### config.mk
export PLATFORM = sky130hd
export DESIGN_NAME = tm_frame_deframer
export DESIGN_NICKNAME = d
export VERILOG_FILES = /design/src/design/tmfd_pkg.sv /design/src/design/tm_frame_deframer.sv
export SDC_FILE = /design/constraint.sdc
export NUM_CORES = 1
export LEC_CHECK = 0
export ABC_AREA = 1
export BUFFER_PORTS_ARGS = -buffer_cell sky130_fd_sc_hd__buf_2
export CELL_PAD_IN_SITES_DETAIL_PLACEMENT = 1
export CELL_PAD_IN_SITES_GLOBAL_PLACEMENT = 1
export CORE_ASPECT_RATIO = 0.6
export CORE_UTILIZATION = 35
export CTS_BUF_LIST = sky130_fd_sc_hd__clkbuf_4 sky130_fd_sc_hd__clkbuf_8
export CTS_CLUSTER_SIZE = 28
export DETAILED_ROUTE_END_ITERATION = 8
export HOLD_SLACK_MARGIN = 0.03
export PLACE_DENSITY_LB_ADDON = 0.05
export SLEW_MARGIN = 5
export SYNTH_ARGS = -nofsm -noshare
export SYNTH_HDL_FRONTEND = slang
export SYNTH_SLANG_ARGS = --single-unit
### constraint.sdc
create_clock -name clk_i -period 15.2 [get_ports clk_i]
set_input_delay 0.76 -clock clk_i [delete_from_list [all_inputs] [get_ports clk_i]]
set_output_delay 0.76 -clock clk_i [all_outputs]
set_load 0.02 [all_outputs]
### src/design/tmfd_pkg.sv
// ----------------------------------------------------------------------------
// tmfd_pkg
// Shared types, constants and the crc function of the telemetry frame
// deframer.
// ----------------------------------------------------------------------------
package tmfd_pkg;

  // frame geometry limits
  localparam int unsigned MaxFrameBytes = 2048;
  localparam int unsigned MaxShBytes    = 64;
  localparam int unsigned MinFrameBytes = 7;

  localparam int unsigned PosW    = $clog2(MaxFrameBytes);
  localparam int unsigned LenW    = 12;
  localparam int unsigned ShLenW  = 7;
  localparam int unsigned CfgIdxW = 3;
  localparam int unsigned CfgW    = 12;
  localparam int unsigned HdrBytes = 7;

  // crc-16 settings
  localparam logic [15:0] CrcInit = 16'hFFFF;
  localparam logic [15:0] CrcPoly = 16'h1021;

  // configuration register indexes
  typedef enum logic [CfgIdxW-1:0] {
    CFG_FRAME_LENGTH  = 3'd0,
    CFG_FECF_ENABLE   = 3'd1,
    CFG_EXT_COUNT_EN  = 3'd2,
    CFG_FRAME_VERSION = 3'd3,
    CFG_SH_VERSION    = 3'd4
  } cfg_idx_e;

  // byte classes
  typedef enum logic [2:0] {
    CLS_PRIMARY   = 3'd0,
    CLS_SECONDARY = 3'd1,
    CLS_DATA      = 3'd2,
    CLS_OCF       = 3'd3,
    CLS_FECF      = 3'd4
  } class_e;

  // frame status codes, in priority order
  typedef enum logic [2:0] {
    ST_OK          = 3'd0,
    ST_CRC         = 3'd1,
    ST_VERSION     = 3'd2,
    ST_SH_VERSION  = 3'd3,
    ST_SH_TOO_LONG = 3'd4,
    ST_EXT_LEN     = 3'd5,
    ST_EXT_NO_SH   = 3'd6,
    ST_TOO_SHORT   = 3'd7
  } status_e;

  // one result item
  typedef struct packed {
    logic [7:0]  byte_out;
    class_e      byte_class;
    logic        frame_end;
    status_e     status;
    logic [9:0]  spacecraft_id;
    logic [2:0]  channel_id;
    logic [7:0]  master_count;
    logic [31:0] channel_count;
    logic        sh_present;
    logic        byte_synchronised;
    logic [10:0] header_pointer;
    logic        ocf_present;
  } res_t;

  // crc-16 over one byte, msb first
  function automatic logic [15:0] crc_byte(input logic [15:0] crc, input logic [7:0] b);
    logic [15:0] r;
    logic        fb;
    r = crc;
    for (int i = 7; i >= 0; i--) begin
      fb = r[15] ^ b[i];
      r  = {r[14:0], 1'b0};
      if (fb) begin
        r = r ^ CrcPoly;
      end
    end
    return r;
  endfunction

endpackage

### src/design/tm_frame_deframer.sv
// ----------------------------------------------------------------------------
// tm_frame_deframer
// Byte-serial receiver for fixed-length telemetry transfer frames: tags each
// byte, checks crc and header rules, reports header fields on the last byte.
// ----------------------------------------------------------------------------
//  channel   signals                                   direction
//  input     in_valid_i, in_stall_o, frame_byte_i      byte in
//  output    out_valid_o, out_stall_i, result fields   one result per byte
//  config    cfg_we_i, cfg_idx_i, cfg_data_i           register write
//
//  One byte per cycle while in_stall_o is low; each result is registered, in the skid if output stalls.
//  The per-byte work (crc step, header capture, checks) is one layer of
//  logic between the frame state registers and the result register.
//  A skid register behind the result register keeps input going for one
//  more byte under output stall; in_stall_o rises only when the skid is full.
//  Reset clears position and header capture, sets crc to CrcInit and loads configuration defaults.
// ----------------------------------------------------------------------------
module tm_frame_deframer
  import tmfd_pkg::*;
(
  input  logic                clk_i,
  input  logic                rst_ni,
  // configuration
  input  logic                cfg_we_i,
  input  logic [CfgIdxW-1:0]  cfg_idx_i,
  input  logic [CfgW-1:0]     cfg_data_i,
  // input bytes
  input  logic                in_valid_i,
  output logic                in_stall_o,
  input  logic [7:0]          frame_byte_i,
  // results
  output logic                out_valid_o,
  input  logic                out_stall_i,
  output logic [7:0]          byte_out_o,
  output logic [2:0]          byte_class_o,
  output logic                frame_end_o,
  output logic [2:0]          status_o,
  output logic [9:0]          spacecraft_id_o,
  output logic [2:0]          channel_id_o,
  output logic [7:0]          master_count_o,
  output logic [31:0]         channel_count_o,
  output logic                sh_present_o,
  output logic                byte_synchronised_o,
  output logic [10:0]         header_pointer_o,
  output logic                ocf_present_o
);

  // configuration registers
  logic [LenW-1:0] frame_length_q;
  logic            fecf_enable_q;
  logic            ext_count_enable_q;
  logic [1:0]      exp_frame_version_q;
  logic [1:0]      exp_sh_version_q;

  // frame state
  logic [PosW-1:0]   pos_q, pos_d;
  logic [15:0]       crc_q, crc_d;
  logic [7:0]        hb_q [HdrBytes];
  logic [7:0]        hb_n [HdrBytes];
  logic [ShLenW-1:0] shl_q, shl_n;
  logic [23:0]       ext_q, ext_n;

  // output and skid registers
  res_t out_q, skid_q, res;
  logic out_valid_q, skid_valid_q;

  logic in_acc, out_take;

  // combinational per-byte work
  logic [LenW-1:0]   len, pos12, fecf2, ocf4, sub, max_diff, sh_used;
  logic [ShLenW-1:0] maxsh;
  logic              ocf, sh, last, sync;
  logic [15:0]       crc_n;
  status_e           st;

  assign in_acc   = in_valid_i && !skid_valid_q;
  assign out_take = out_valid_q && !out_stall_i;

  // configuration writes
  always_ff @(posedge clk_i or negedge rst_ni) begin
    if (!rst_ni) begin
      frame_length_q      <= LenW'(1115);
      fecf_enable_q       <= 1'b0;
      ext_count_enable_q  <= 1'b0;
      exp_frame_version_q <= 2'd0;
      exp_sh_version_q    <= 2'd0;
    end else if (cfg_we_i) begin
      case (cfg_idx_i)
        CFG_FRAME_LENGTH:  frame_length_q      <= cfg_data_i[LenW-1:0];
        CFG_FECF_ENABLE:   fecf_enable_q       <= cfg_data_i[0];
        CFG_EXT_COUNT_EN:  ext_count_enable_q  <= cfg_data_i[0];
        CFG_FRAME_VERSION: exp_frame_version_q <= cfg_data_i[1:0];
        CFG_SH_VERSION:    exp_sh_version_q    <= cfg_data_i[1:0];
        default: ;
      endcase
    end
  end

  // header capture and crc step for the incoming byte
  always_comb begin
    hb_n = hb_q;
    if (pos_q < PosW'(HdrBytes)) begin
      hb_n[pos_q[2:0]] = frame_byte_i;
    end
    shl_n = shl_q;
    if (pos_q == PosW'(6)) begin
      shl_n = {1'b0, frame_byte_i[5:0]} + ShLenW'(1);
    end
    ext_n = ext_q;
    if (pos_q >= PosW'(7) && pos_q <= PosW'(9)) begin
      ext_n = {ext_q[15:0], frame_byte_i};
    end
    crc_n = crc_byte(crc_q, frame_byte_i);
  end

  // classification, checks and result assembly
  always_comb begin
    // effective frame length, saturated
    if (frame_length_q < LenW'(MinFrameBytes)) begin
      len = LenW'(MinFrameBytes);
    end else if (frame_length_q > LenW'(MaxFrameBytes)) begin
      len = LenW'(MaxFrameBytes);
    end else begin
      len = frame_length_q;
    end

    pos12 = LenW'(pos_q);
    ocf   = hb_n[1][0];
    sh    = hb_n[4][7];
    sync  = !hb_n[4][6];
    fecf2 = fecf_enable_q ? LenW'(2) : LenW'(0);
    ocf4  = ocf ? LenW'(4) : LenW'(0);
    last  = (pos12 + LenW'(1)) >= len;

    // primary header first, then trailer, then secondary header
    res = '0;
    res.byte_out = frame_byte_i;
    if (pos12 < LenW'(6)) begin
      res.byte_class = CLS_PRIMARY;
    end else if (fecf_enable_q && pos12 >= len - LenW'(2)) begin
      res.byte_class = CLS_FECF;
    end else if (ocf && pos12 >= len - fecf2 - LenW'(4)) begin
      res.byte_class = CLS_OCF;
    end else if (sh && pos12 < LenW'(6) + LenW'(shl_n)) begin
      res.byte_class = CLS_SECONDARY;
    end else begin
      res.byte_class = CLS_DATA;
    end
    res.frame_end = last;

    // secondary header length bound
    sub = LenW'(MinFrameBytes) + ocf4 + fecf2;
    max_diff = (len < sub) ? '0 : len - sub;
    maxsh = (max_diff > LenW'(MaxShBytes)) ? ShLenW'(MaxShBytes) : max_diff[ShLenW-1:0];
    sh_used = sh ? LenW'(shl_n) : '0;

    // first error wins
    st = ST_OK;
    if (fecf_enable_q && crc_n != 16'h0000) begin
      st = ST_CRC;
    end else if (hb_n[0][7:6] != exp_frame_version_q) begin
      st = ST_VERSION;
    end else if (sh) begin
      if (hb_n[6][7:6] != exp_sh_version_q) begin
        st = ST_SH_VERSION;
      end else if (shl_n > maxsh) begin
        st = ST_SH_TOO_LONG;
      end else if (ext_count_enable_q && shl_n != ShLenW'(4)) begin
        st = ST_EXT_LEN;
      end
    end else if (ext_count_enable_q) begin
      st = ST_EXT_NO_SH;
    end
    if (st == ST_OK && len < sub + sh_used) begin
      st = ST_TOO_SHORT;
    end

    // header fields on the last byte only
    if (last) begin
      res.status        = st;
      res.spacecraft_id = {hb_n[0][5:0], hb_n[1][7:4]};
      res.channel_id    = hb_n[1][3:1];
      res.master_count  = hb_n[2];
      if (ext_count_enable_q && sh && shl_n == ShLenW'(4)) begin
        res.channel_count = {ext_n, hb_n[3]};
      end else begin
        res.channel_count = {24'h0, hb_n[3]};
      end
      res.sh_present        = sh;
      res.byte_synchronised = sync;
      res.header_pointer    = sync ? {hb_n[4][2:0], hb_n[5]} : 11'h000;
      res.ocf_present       = ocf;
    end

    // next position and crc
    if (last) begin
      pos_d = '0;
      crc_d = CrcInit;
    end else begin
      pos_d = PosW'(pos12 + LenW'(1));
      crc_d = crc_n;
    end
  end

  // frame state registers
  always_ff @(posedge clk_i or negedge rst_ni) begin
    if (!rst_ni) begin
      pos_q <= '0;
      crc_q <= CrcInit;
      shl_q <= '0;
      ext_q <= '0;
      for (int i = 0; i < HdrBytes; i++) begin
        hb_q[i] <= 8'h00;
      end
    end else if (in_acc) begin
      pos_q <= pos_d;
      crc_q <= crc_d;
      shl_q <= shl_n;
      ext_q <= ext_n;
      hb_q  <= hb_n;
    end
  end

  // result register with skid
  always_ff @(posedge clk_i or negedge rst_ni) begin
    if (!rst_ni) begin
      out_valid_q  <= 1'b0;
      skid_valid_q <= 1'b0;
    end else begin
      if (out_take || !out_valid_q) begin
        out_valid_q  <= skid_valid_q || in_acc;
        skid_valid_q <= 1'b0;
      end else if (in_acc) begin
        skid_valid_q <= 1'b1;
      end
    end
  end

  // result payload
  always_ff @(posedge clk_i) begin
    if (out_take || !out_valid_q) begin
      out_q <= skid_valid_q ? skid_q : res;
    end else if (in_acc) begin
      skid_q <= res;
    end
  end

  assign in_stall_o          = skid_valid_q;
  assign out_valid_o         = out_valid_q;
  assign byte_out_o          = out_q.byte_out;
  assign byte_class_o        = out_q.byte_class;
  assign frame_end_o         = out_q.frame_end;
  assign status_o            = out_q.status;
  assign spacecraft_id_o     = out_q.spacecraft_id;
  assign channel_id_o        = out_q.channel_id;
  assign master_count_o      = out_q.master_count;
  assign channel_count_o     = out_q.channel_count;
  assign sh_present_o        = out_q.sh_present;
  assign byte_synchronised_o = out_q.byte_synchronised;
  assign header_pointer_o    = out_q.header_pointer;
  assign ocf_present_o       = out_q.ocf_present;

  // skid holds a request only behind a full output register
  a_skid_behind_out: assert property (@(posedge clk_i) disable iff (!rst_ni)
    skid_valid_q |-> out_valid_q)
    else $error("skid full while output register empty");

  // last byte of a frame restarts position and crc
  a_frame_restart: assert property (@(posedge clk_i) disable iff (!rst_ni)
    (in_acc && last) |=> (pos_q == '0 && crc_q == CrcInit))
    else $error("frame state not restarted after last byte");

  // a status is only reported on a frame end
  a_status_on_end: assert property (@(posedge clk_i) disable iff (!rst_ni)
    (out_valid_q && !out_q.frame_end) |-> (out_q.status == ST_OK))
    else $error("status reported on a byte that does not end a frame");

  // a stalled request is not lost: output request stays while stalled
  a_out_hold: assert property (@(posedge clk_i) disable iff (!rst_ni)
    (out_valid_q && out_stall_i) |=> out_valid_q)
    else $error("output request dropped under stall");

endmodule
== Yosys cells after proc, flatten, opt, wreduce, memory -nomap -nowiden ==
Index checks and enable logic that the tools add are counted.
Cells by class
  $add $sub $neg: 10
  $lt $le $gt $ge: 16
  bitwise operators: 18
  equality and inequality tests: 9
  reduce and logical (&&, ||, !) cells: 29
  muxes and demuxes: 41
Operators with widths (count)
  two-way mux 13 bit: 8
  two-way mux 82 bit: 1
  two-way mux 70 bit: 1
  bitwise mux 56 bit: 1
  two-way mux 56 bit: 1
  two-way mux 12 bit: 3
  two-way mux 3 bit: 11
  two-way mux 32 bit: 1
  demux 8 bit (select 3 bit): 1
  greater-or-equal comparator 11 x 12 -> 1 bit: 2
  two-way mux 24 bit: 1
  NOT 3 bit: 8
  < comparator 11 x 3 -> 1 bit (second input constant): 2
  two-way mux 11 bit: 2
  two-way mux 7 bit: 3
  two-way mux 16 bit: 1
  nonzero test 16 bit: 1
  AND reduction 2 bit: 7
  adder 11 x 1 -> 12 bit (second input constant): 1
  greater-or-equal comparator 12 bit: 1
  > comparator 12 bit (second input constant): 1
  > comparator 12 x 7 -> 1 bit (second input constant): 1
  logical AND 1 bit: 12
  < comparator 12 x 3 -> 1 bit (second input constant): 1
  34 further kinds: 51
Storage, ports and cells
  register bits: 298
  input port bits: 28
  output and inout bits: 84
  logic and storage cells: 167

== Longest topological paths before layout ==
Gate-level depths: netlist of run 1.
  depth after elaboration: 25
  gate-level depth with buffers: 36

== Worst setup path before layout of run 1 ==
Ideal clock, no wire load.
  path kind: input to register
  from: in out_stall_i
  to: reg skid_q[0] in the netlist's numbering, enable pin
  setup time: 0.523 ns
  cell stages on the path: 2
  path buffers: 0
  path slack: 8.379 ns
  data arrival time: 6.298 ns
  cells stage by stage: nand2_1 > nor2_1
On the way
  longest elaborated chain between the ends: 5
Ends and longest elaborated chain
  from (decl): RTL line tm_frame_deframer.sv:33  | input logic out_stall_i,
  logical NOT 1 bit: RTL line tm_frame_deframer.sv:77  | assign out_take = out_valid_q && !out_stall_i;
  logical AND 1 bit: RTL line tm_frame_deframer.sv:77
  logical OR 1 bit: RTL line tm_frame_deframer.sv:241  | if (out_take || !out_valid_q) begin
  NOT 1 bit (no line)
  AND reduction 2 bit (no line)
  to (signal assigned): RTL line tm_frame_deframer.sv:244  | skid_q <= res;
  to (decl): RTL line tm_frame_deframer.sv:64  | res_t out_q, skid_q, res;
No other way between the ends.
A chain may end at the register's enable or synchronous reset.

== Final worst setup path of run 1 ==
  from: reg pos_q[2]
  to: reg out_q, in the netlist status_o[2] (data pin)
On the way
  longest elaborated chain between the ends: 25
Ends and longest elaborated chain
  from (decl): RTL line tm_frame_deframer.sv:56  | logic [PosW-1:0] pos_q, pos_d;
  from (signal assigned): RTL line tm_frame_deframer.sv:216  | pos_q <= pos_d;
  NOT 3 -> 4 bit (implied by the code): RTL line tm_frame_deframer.sv:103  | hb_n[pos_q[2:0]] = frame_byte_i;
  greater-or-equal comparator 4 bit (implied by the code) or < comparator 4 x 1 -> 1 bit (tied branches): RTL line tm_frame_deframer.sv:103
  logical AND 1 bit (implied by the code): RTL line tm_frame_deframer.sv:103
  two-way mux 8 bit (implied by the code): RTL line tm_frame_deframer.sv:103
  demux 8 bit (select 3 bit): RTL line tm_frame_deframer.sv:103
  bitwise mux 56 bit: RTL line tm_frame_deframer.sv:103
  two-way mux 56 bit: RTL line tm_frame_deframer.sv:102  | if (pos_q < PosW'(HdrBytes)) begin
  two-way mux 3 bit: RTL line tm_frame_deframer.sv:132  | ocf4 = ocf ? LenW'(4) : LenW'(0);
  [9 not listed]
  two-way mux 3 bit: RTL line tm_frame_deframer.sv:163  | end else if (sh) begin
  two-way mux 3 bit: RTL line tm_frame_deframer.sv:161  | end else if (hb_n[0][7:6] != exp_frame_version_q) begin
  two-way mux 3 bit: RTL line tm_frame_deframer.sv:159  | if (fecf_enable_q && crc_n != 16'h0000) begin
  logical NOT 3 bit: RTL line tm_frame_deframer.sv:174  | if (st == ST_OK && len < sub + sh_used) begin
  logical AND 1 bit: RTL line tm_frame_deframer.sv:174
  two-way mux 3 bit: RTL line tm_frame_deframer.sv:174
  two-way mux 70 bit (*): RTL line tm_frame_deframer.sv:179  | if (last) begin
  two-way mux 82 bit (*): RTL line tm_frame_deframer.sv:242  | out_q <= skid_valid_q ? skid_q : res;
  to (signal assigned): RTL line tm_frame_deframer.sv:242
  to (decl): RTL line tm_frame_deframer.sv:64
Every way passes the cells marked *; elsewhere a longest branch is shown, timed or not.

==> results.cfg, run 1 <==
[synthesis]
synthArstFlopShare = 0.433
synth_fp_nets = 1827
synth_area_per_cell_sq_um = 8.91
ys_warn_count = 0
yosys-mux-area-fraction = 0.00982
syn-instance-count = 1731
synth-adder-area-share = 0.0566
synthFlopType = edfxtp_1
synth_xor_area_frac = 0.0323
seq_area_frac_synth = 0.524
yosys.area_share.simple = 0.220
ys_ff_latch = 289
synth.cell_area_sq_um = 15400
synth_edf_count = 164
synth_top_family_by_area = simple AND/OR/NAND/NOR gates
synth_compound_area_frac = 0.0960
synth.distinct_cells = 54

[detailed_routing]
vias = 12200
via_per_inst = 4.96
drc = 0
dr.first_iter.drc_count = 978
avgRoutedWirePerCell_um = 19.4
ant_nets = 0
routed_wirelength_mm = 47.5
dr.pass1.iters = 5

[worst_setup_path]
r2r_cells = 22
path_common_cell = nand2_1
startpoint = pos_q[2]$_DFFE_PN0P_
r2r_end = status_o[2]$_DFFE_PN_
worstPathRequired_ns = 15.66
arrival_ns = 5.92
r2r_setup_slack_ns = 9.74
cp_top_family = simple AND/OR/NAND/NOR gates
start_kind = flip-flop
cp-end-kind = flip-flop
path_class = flip-flop to flip-flop
worst_path_max_delay_cell = dfrtp_1
crit_path_cell_trace = inv_2 > nor3_1 > nand2_4 > nand2_1 > nand2_1 > nor2_1 > inv_1 > fa_1 > or2_1 > a31oi_2 > nand3_1 > xor2_1 > ha_1 > nand2_1 > nor2_1 > nor4_1 > nand2_1 > nor2_2 > nand3_2 > nand2_1 > nand2_1 > nand2_1
worstReg2RegStart = pos_q[2]$_DFFE_PN0P_
crit_buf_inv = 2
critPathMaxStageDelay_ns = 0.60
cp_max_fo = 13

[sta]
worst_slack_ns = 9.74
period_share = 0.359
tns_ns = 0
fmax_mhz = 183
max_slew_margin = 0.269
slew_violations = 0
fin_skew_ns = 0.0240
setup_viol = 0
tightest_slew_ns = 1.09
rsz0062_at_grt = no
final-hold-violation-count = 0
post-route-min-period_ns = 5.46

[clocking]
clock-root-buffer = clkbuf_8
clock_sinks = 289
clk_latency_ns = 0.59
cts_made_buffers = 48
cts_tree = yes
post_cts_buffers = 0
post_cts_resized = 0
clk_path_buf_depth = 3
htreeDepth = 2
postCtsHoldBufs = 0
clkTransAtPathRegs_ns = 0.07

[floorplan]
rows = 59
chipHeight_um = 165
initial_core_util = 0.355
die_width_um = 273
die_area_sq_um = 44900
ios = 112
core-area_sq_um = 43400

[worst_hold_path]
min_path_type = input pin to asynchronous set/reset pin

[grt]
grt_pass1_vias = 12000
grt_max_degree = 78
track_usage = 0.216
grt_overflow = 0
grt_pass1_wl_mm = 74.1
antenna_found_initial = 0

[placed_design]
place_hpwl_mm = 33.7
finalWeightedCongestion = 0.896
post-place-ws_ns = 9.78
io_buffers = 111

[final_layout]
finalNetCount = 1929
n_antenna_cell = 0
layout-area-overhead-vs-synth_pct = 13.5
drive_gt1_frac = 0.170

[power]
p_leak_nw = 8.18
peakVddDrop_mv = 0.0663
p_per_area_nw_per_um2 = 189

[run]
drv_cap = 0

[outcome]
outcome = finished clean
==> synth_stat cells, drive strengths merged, types with 2 or more instances <==
| library cell | count | area share |
|---|---|---|
| mux2i | 14 | 0.0091 |
| nor3 | 12 | 0.0050 |
| dfrtp | 103 | 0.17 |
| a31oi | 6 | 0.0028 |
| dfstp | 22 | 0.037 |
| nand3 | 69 | 0.026 |
| inv | 172 | 0.042 |
| a21o | 2 | 0.00097 |
| ha | 65 | 0.053 |
| o21ai | 185 | 0.062 |
| nand2 | 481 | 0.12 |
| edfxtp | 164 | 0.32 |
| buf | 20 | 0.0067 |
| a211oi | 3 | 0.0015 |
| or2 | 4 | 0.0016 |
| o21bai | 3 | 0.0015 |
| xor2 | 43 | 0.024 |
| nand4 | 16 | 0.0069 |
| nor2 | 193 | 0.055 |
| nand3b | 6 | 0.0029 |
| clkbuf | 49 | 0.012 |
| fa | 3 | 0.0039 |
| a21oi | 71 | 0.024 |
| nor4 | 3 | 0.0012 |
| xnor2 | 13 | 0.0079 |
==> report_power, final <==
part	total (mW)	switching, mW	internal, mW
registers	1.16	0.118	1.04
logic	1.43	1.01	0.414
clock network	0.722	0.334	0.388
==> kinds of logic (layout without fill, tap and decap cells) <==
kind of cell / after synthesis / count (layout)
simple gates: 784 / 784
flops: 289 / 289
compound gates: 277 / 277
buf+inv: 242 / 383
fa+ha+maj: 68 / 68
xor+xnor: 56 / 56
mux: 15 / 15
==> registers in the layout, indices dropped and copies added (netlist names), 10 cells and up <==
register	cells
channel_count_o	32
crc_q	16
ext_q	24
frame_length_q	12
hb_q	47
header_pointer_o	11
pos_q	11
skid_q	82
spacecraft_id_o	10
==> layout make-up <==
cell class | instances | area (sq um)
Fill cell | 5106 | 25900
Sequential cell | 289 | 8080
Multi-Input combinational cell | 1200 | 6420
Clock buffer | 69 | 831
Tap cell | 579 | 724
Inverter | 173 | 653
Timing Repair Buffer | 121 | 633
Clock inverter | 20 | 151
==> cell usage in the layout (no fill, tap or decap), types with 5 or more instances in the layout <==
cell type and count:
a21oi_1 69, nand3_1 60, o21ai_0 174, xor2_1 43
dfrtp_1 102, ha_1 65, nand4_1 15, nor3_1 10
nand2_4 7, nand2_1 458, nand3b_1 6, nor2_2 25
clkinv_1 12, inv_2 13, a31oi_1 5, clkbuf_4 19
buf_4 11, clkinv_2 5, buf_2 110, nor2_1 162
o21ai_2 7, nand3_2 8, edfxtp_1 164, nand2_2 16
mux2i_1 14, dfstp_2 22, inv_1 157, xnor2_1 12
clkbuf_8 50
==> worst reg2reg max path, cell delays in order, from the launching register on <==
cell and delay, ns:
dfrtp_1 0.60, inv_2 0.14, nor3_1 0.41, nand2_4 0.15, nand2_1 0.08, nand2_1 0.39
nor2_1 0.38, inv_1 0.13, fa_1 0.39, or2_1 0.29, a31oi_2 0.31, nand3_1 0.15
xor2_1 0.26, ha_1 0.28, nand2_1 0.08, nor2_1 0.05, nor4_1 0.51, nand2_1 0.13
nor2_2 0.11, nand3_2 0.14, nand2_1 0.19, nand2_1 0.08, nand2_1 0.07
==> per-layer routing <==
layer,share of wire,global-route usage
met1,0.56,0.357
met2,0.37,0.282
met3,0.047,0.0398
met4,0.015,0.0422
met5,0,0
==> through the flow <==
stage	power (mW)	cells	utilization	area [sq um]	hold slack, ns
CTS	3.34	2451	0.403	17500	0.0306
floorplan	2.13	1731	-	15400	0.446
detailed placement	2.60	2362	0.380	16500	0.470
finish	3.31	2451	0.403	17500	0.0657
global route	3.58	2451	0.403	17500	0.0434
global placement	2.57	2362	0.380	16500	0.461
==> worst max path at each step <==
| stage | to | depth (start not counted) |
|---|---|---|
| after floorplan | skid_q[0]$_DFFE_PP_ | 2 |
| after global placement | status_o[2]$_DFFE_PN_ | 21 |
| after detailed placement | status_o[2]$_DFFE_PN_ | 21 |
| after CTS | status_o[2]$_DFFE_PN_ | 23 |
| after global routing | status_o[2]$_DFFE_PN_ | 22 |
| final | status_o[2]$_DFFE_PN_ | 22 |
Note: power is estimated with default switching activity, not from simulation.
==> run 2, diff against run 1 <==
==> constraint.sdc (replaced) <==
create_clock -name clk_i -period 4.6 [get_ports clk_i]
set_input_delay 0.23 -clock clk_i [delete_from_list [all_inputs] [get_ports clk_i]]
set_output_delay 0.23 -clock clk_i [all_outputs]
set_load 0.02 [all_outputs]
==> results.cfg, run 2 (synthesized netlist as in run 1, its figures left out) <==
[worst_hold_path]
hp-start = cfg_idx_i[2]
hold_path_end = exp_frame_version_q[1]$_DFFE_PN0P_
min_path_type = input pin to flip-flop
hold_depth = 4

[sta]
post-route-min-period_ns = 4.36
period_share = 0.948
fin_skew_ns = 0.0338
tns_ns = 0
max_slew_margin = 0.353
fmax_mhz = 229
slew_violations = 0
setup_viol = 0
final-hold-violation-count = 0
worst_slack_ns = 0.241
whs_ns = 0.0811
tightest_slew_ns = 0.968

[floorplan]
chipHeight_um = 165
initial_core_util = 0.355
die_area_sq_um = 44900
core-area_sq_um = 43400
die_width_um = 273
ios = 112
rows = 59

[power]
finalPower_mw = 11.2
seqPwrFrac = 0.339
power_frac_clock = 0.209
peakVddDrop_mv = 0.200
power_frac_comb = 0.452
switching_share = 0.441
p_switching_mw = 4.96
p_leak_nw = 8.56
p_per_area_nw_per_um2 = 612
power.internal_mw = 6.29

[worst_setup_path]
path_class = flip-flop to flip-flop
worst_path_max_delay_cell = dfrtp_2
r2r_cells = 24
start_kind = flip-flop
path_common_cell = nand2_1
worstReg2RegStart = pos_q[5]$_DFFE_PN0P_
arrival_ns = 4.83
crit_path_cell_trace = nor2_4 > nand2_4 > nor2_4 > buf_4 > nand3_1 > nand2_1 > buf_4 > inv_1 > nand3_2 > nand2_1 > or2_1 > a31oi_4 > nand3_1 > xor2_1 > ha_1 > nand2_1 > nor2_1 > nor4_2 > nand2_1 > nor2_4 > nand3_4 > nand2_1 > nand2_1 > nand2_1
r2r_end = status_o[1]$_DFFE_PN_
r2r_setup_slack_ns = 0.24
cp_max_fo = 11
worstPathRequired_ns = 5.07
cp-end-kind = flip-flop
critPathMaxStageDelay_ns = 0.48

[grt]
track_usage = 0.222
antenna_found_initial = 0
grt_pass1_vias = 12400
grt_max_degree = 87
grt_overflow = 0
grt_pass1_wl_mm = 75.7

[detailed_routing]
dr.first_iter.drc_count = 801
vias = 12500
dr.pass1.iters = 6
ant_nets = 0
drc = 0
routed_wirelength_mm = 49.7
via_per_inst = 4.93
avgRoutedWirePerCell_um = 19.6

[clocking]
clock_sinks = 289
cts_tree = yes
cts_made_buffers = 49
clkTransAtPathRegs_ns = 0.06
clock-root-buffer = clkbuf_8
clk_latency_ns = 0.60
clk_path_buf_depth = 3
htreeDepth = 2

[final_layout]
layout-area-overhead-vs-synth_pct = 19.1
final_cell_mix = 449 x nand2_1, 174 x o21ai_0, 164 x edfxtp_1
largest_register_ffs = 82
finalNetCount = 2009
drive_gt1_frac = 0.207
final_common_cell = nand2_1
regMostFlops = skid_q

[placed_design]
place_hpwl_mm = 34.9
post-place-ws_ns = -0.194
finalWeightedCongestion = 0.861
io_buffers = 111

[outcome]
outcome = finished clean

[run]
drv_cap = 0
==> run 2: cell count changes in the layout (fill, tap and decap cells not counted), moves of 5 or more <==
cell,change
nor2_1,-5
dlygate4sd3_1,+23
dfrtp_1,-5
clkbuf_4,-5
nand2_1,-9
nand2_2,+5
dfrtp_2,+5
buf_4,+51
==> run 2: critical path: cells and delay by family, from the launching register on <==
| family | cells | cell delay (ns) |
|---|---|---|
| adders and majority gates | 1 | 0.27 |
| AOI/OAI and AO/OA | 1 | 0.20 |
| buffers and inverters | 3 | 0.57 |
| and+or+nand+nor | 18 | 2.55 |
| DFF | 1 | 0.48 |
| xor gates and xnor gates | 1 | 0.17 |
==> run 2: final cells by class <==
| cell class | count | area [sq um] |
|---|---|---|
| fillers | 5075 | 25000 |
| flip-flops and latches | 289 | 8090 |
| multi-input cells | 1201 | 6600 |
| repair buffers | 199 | 1330 |
| clock buffers | 67 | 835 |
| well taps | 579 | 724 |
| inverters | 173 | 652 |
| clock inverters | 24 | 131 |
| diodes | 1 | 2.50 |
==> run 2: per-stage QoR <==
stage	utilization	cell area (sq um)	instances
final	0.423	18400	2533
after global routing	0.423	18400	2532
after CTS	0.418	18100	2522
after detailed placement	0.390	16900	2408
after global placement	0.390	16900	2408
after floorplan	-	15400	1731
==> run 2: power by group through the flow <==
stage / Combinational [mW] / Clock, mW / Sequential (mW)
floorplan: 3.16 / 0 / 3.89
global placement: 4.75 / 0 / 3.83
detailed placement: 4.85 / 0 / 3.86
CTS: 4.91 / 2.43 / 3.82
global route: 5.69 / 2.53 / 3.89
finish: 5.08 / 2.35 / 3.81
==> run 2: timing repair <==
action,4_1_cts,5_1_grt
gates cloned,0,1
endpoints found under the setup margin,6,11
endpoints found under the hold margin,61,0
pin swaps,0,12
hold buffers,23,0
gates resized for setup,5,36
buffers inserted,0,9
==> run 2: worst max-delay path by stage <==
stage	start	end	depth (start not counted)
after floorplan	out_valid_o$_DFFE_PN0N_	skid_q[0]$_DFFE_PP_	2
after global placement	pos_q[1]$_DFFE_PN0P_	status_o[2]$_DFFE_PN_	21
after detailed placement	pos_q[5]$_DFFE_PN0P_	status_o[2]$_DFFE_PN_	23
after CTS	frame_length_q[4]$_DFFE_PN1P_	status_o[1]$_DFFE_PN_	30
after global routing	frame_length_q[4]$_DFFE_PN1P_	status_o[1]$_DFFE_PN_	32
final	pos_q[5]$_DFFE_PN0P_	status_o[1]$_DFFE_PN_	24
==> run 2: layer usage <==
layer,track usage,wire length [um],part of all wire,vias up
li1,-,-,-,6063
met1,0.364,27600,0.55,6118
met2,0.299,19000,0.38,249
met3,0.0400,2580,0.052,47
met4,0.0363,569,0.011,0
met5,0,0,0,-
==> run 3, diff against run 2 <==
--- a/config.mk
+++ b/config.mk
@@ -16,6 +16,7 @@
 export DETAILED_ROUTE_END_ITERATION = 8
 export HOLD_SLACK_MARGIN = 0.03
 export PLACE_DENSITY_LB_ADDON = 0.05
+export SETUP_SLACK_MARGIN = 0.3
 export SLEW_MARGIN = 5
 export SYNTH_ARGS = -nofsm -noshare
 export SYNTH_HDL_FRONTEND = slang
==> results.cfg, run 3 (synthesized netlist as in run 1, its figures left out) <==
[placed_design]
place_inst = 2408
io_buffers = 111
dpl_cell_area_sq_um = 16900
place_hpwl_mm = 34.9
finalWeightedCongestion = 0.861

[floorplan]
initial_core_util = 0.355
die_width_um = 273
ios = 112
core-area_sq_um = 43400
die_area_sq_um = 44900
rows = 59
chipHeight_um = 165

[worst_setup_path]
start_kind = flip-flop
r2r_setup_slack_ns = 0.31
r2r_cells = 30
path_common_cell = nand2_2
cp_max_fo = 5
arrival_ns = 4.64
cp-end-kind = flip-flop
critPathMaxStageDelay_ns = 0.55
cp.depth = 30
startpoint = frame_length_q[10]$_DFFE_PN1P_
crit_buf_inv = 5
worst_path_max_delay_cell = dfstp_2
worstReg2RegStart = frame_length_q[10]$_DFFE_PN1P_
worstPathRequired_ns = 4.95
cp_top_family = simple AND/OR/NAND/NOR gates
path_class = flip-flop to flip-flop

[final_layout]
final_cell_mix = 430 x nand2_1, 172 x o21ai_0, 164 x edfxtp_1
stdcell_area_sq_um = 19300
n_antenna_cell = 0
finalNetCount = 2059
drive_gt1_frac = 0.261
largest_register_ffs = 82
nFillCells = 5024
final_common_cell = nand2_1
regMostFlops = skid_q
final_cells = 2582
layout-area-overhead-vs-synth_pct = 25.0
final_util = 0.444

[detailed_routing]
via_per_inst = 4.91
routed_wirelength_mm = 50.9
wl_met2_mm = 19.9
drc = 0
top_layer = met4
dr.first_iter.drc_count = 899
wl_met1_mm = 28.0
dr.pass1.iters = 5
avgRoutedWirePerCell_um = 19.7
vias = 12700
wl_met3_mm = 2.38
ant_nets = 0

[sta]
fin_skew_ns = 0.0320
fmax_mhz = 233
max_slew_margin = 0.325
tightest_slew_ns = 1.01
setup_viol = 0
final-hold-violation-count = 0
rsz0062_at_grt = yes
period_share = 0.933
post-route-min-period_ns = 4.29
slew_violations = 0

[power]
p_per_area_nw_per_um2 = 615
p_leak_nw = 8.92
power_frac_comb = 0.481
seqPwrFrac = 0.320
switching_share = 0.440
p_switching_mw = 5.22
peakVddDrop_mv = 0.200
power.internal_mw = 6.63
power_frac_clock = 0.199

[worst_hold_path]
min_path_type = input pin to flip-flop
hold_depth = 4
hp-start = cfg_idx_i[2]

[clocking]
cts_made_buffers = 49
clk_latency_ns = 0.60
clk_path_buf_depth = 3
htreeDepth = 2
clock_sinks = 289
clock-root-buffer = clkbuf_8
clkTransAtPathRegs_ns = 0.08
cts_tree = yes

[grt]
grt_overflow = 0
grt_max_degree = 87
track_usage = 0.225
grt_pass1_wl_mm = 76.6
antenna_found_initial = 0
grt_pass1_vias = 12600

[outcome]
outcome = finished clean

[run]
drv_cap = 0
## run 3: cell types whose count changed in the layout (fill, tap and decap cells not counted), moves of 9 or more
cell and change:
buf_4 +40, nor2_1 -13, nand2_1 -19, nand2_4 +12, nand3_1 -9
## run 3: path summary, 6_finish.rpt
| path | endpoint |
|---|---|
| min in group asynchronous | fecf_enable_q$_DFFE_PN0P_ |
| hold reg to reg | ext_q[23]$_DFFE_PN0P_ |
| max in group asynchronous | pos_q[5]$_DFFE_PN0P_ |
| setup reg to reg | status_o[1]$_DFFE_PN_ |
| setup / recovery | status_o[1]$_DFFE_PN_ |
| hold / removal | exp_frame_version_q[1]$_DFFE_PN0P_ |
## run 3: what timing repair did
| item | 4_1_cts | 5_1_grt |
|---|---|---|
| endpoints found under the hold margin | 61 | 0 |
| pin swaps | 10 | 65 |
| hold buffers | 23 | 0 |
| gates resized for setup | 29 | 134 |
| endpoints found under the setup margin | 10 | 42 |
| buffers inserted | 9 | 50 |
| cloned | 1 | 0 |
## run 3: routing by layer
metal,GRT usage,vias to the layer above
met4,0.0389,0
met1,0.367,6240
li1,-,6154
met2,0.304,244
met5,0,-
met3,0.0401,49
## run 3: worst min-delay path: cells and delay by family
family                 cells  cell delay (ns)
buffers and inverters      1             0.09
AND/OR/NAND/NOR            2             0.21
AO/OA/AOI/OAI              1             0.09
## run 3: area by class of cell
class	instances	area (sq um)	share of cell area
clock buffers	67	835	0.0433
clock inverters	24	131	0.00682
inverters	173	663	0.0344
multi-input cells	1201	7060	0.367
flip-flops and latches	289	8100	0.420
well taps	579	724	0.0376
repair buffers	249	1760	0.0912
## run 3: through the flow
step	TNS [ns]	worst slack (ns)	hold slack [ns]	total power, mW
global route	0	0.0941	0.0581	12.7
CTS	0	0.299	0.0449	11.3
finish	0	0.309	0.0802	11.9
floorplan	0	0.369	-0.0656	7.05
detailed placement	-1.01	-0.194	0.390	8.71
global placement	-0.622	-0.133	0.371	8.58
## run 3: power by group through the flow
stage / Combinational [mW] / Sequential [mW] / Clock (mW)
4_1_cts: 5.05 / 3.82 / 2.43
6_report: 5.70 / 3.79 / 2.35
2_1_floorplan: 3.16 / 3.89 / 0
3_5_place_dp: 4.85 / 3.86 / 0
3_3_place_gp: 4.75 / 3.83 / 0
5_1_grt: 6.31 / 3.87 / 2.53
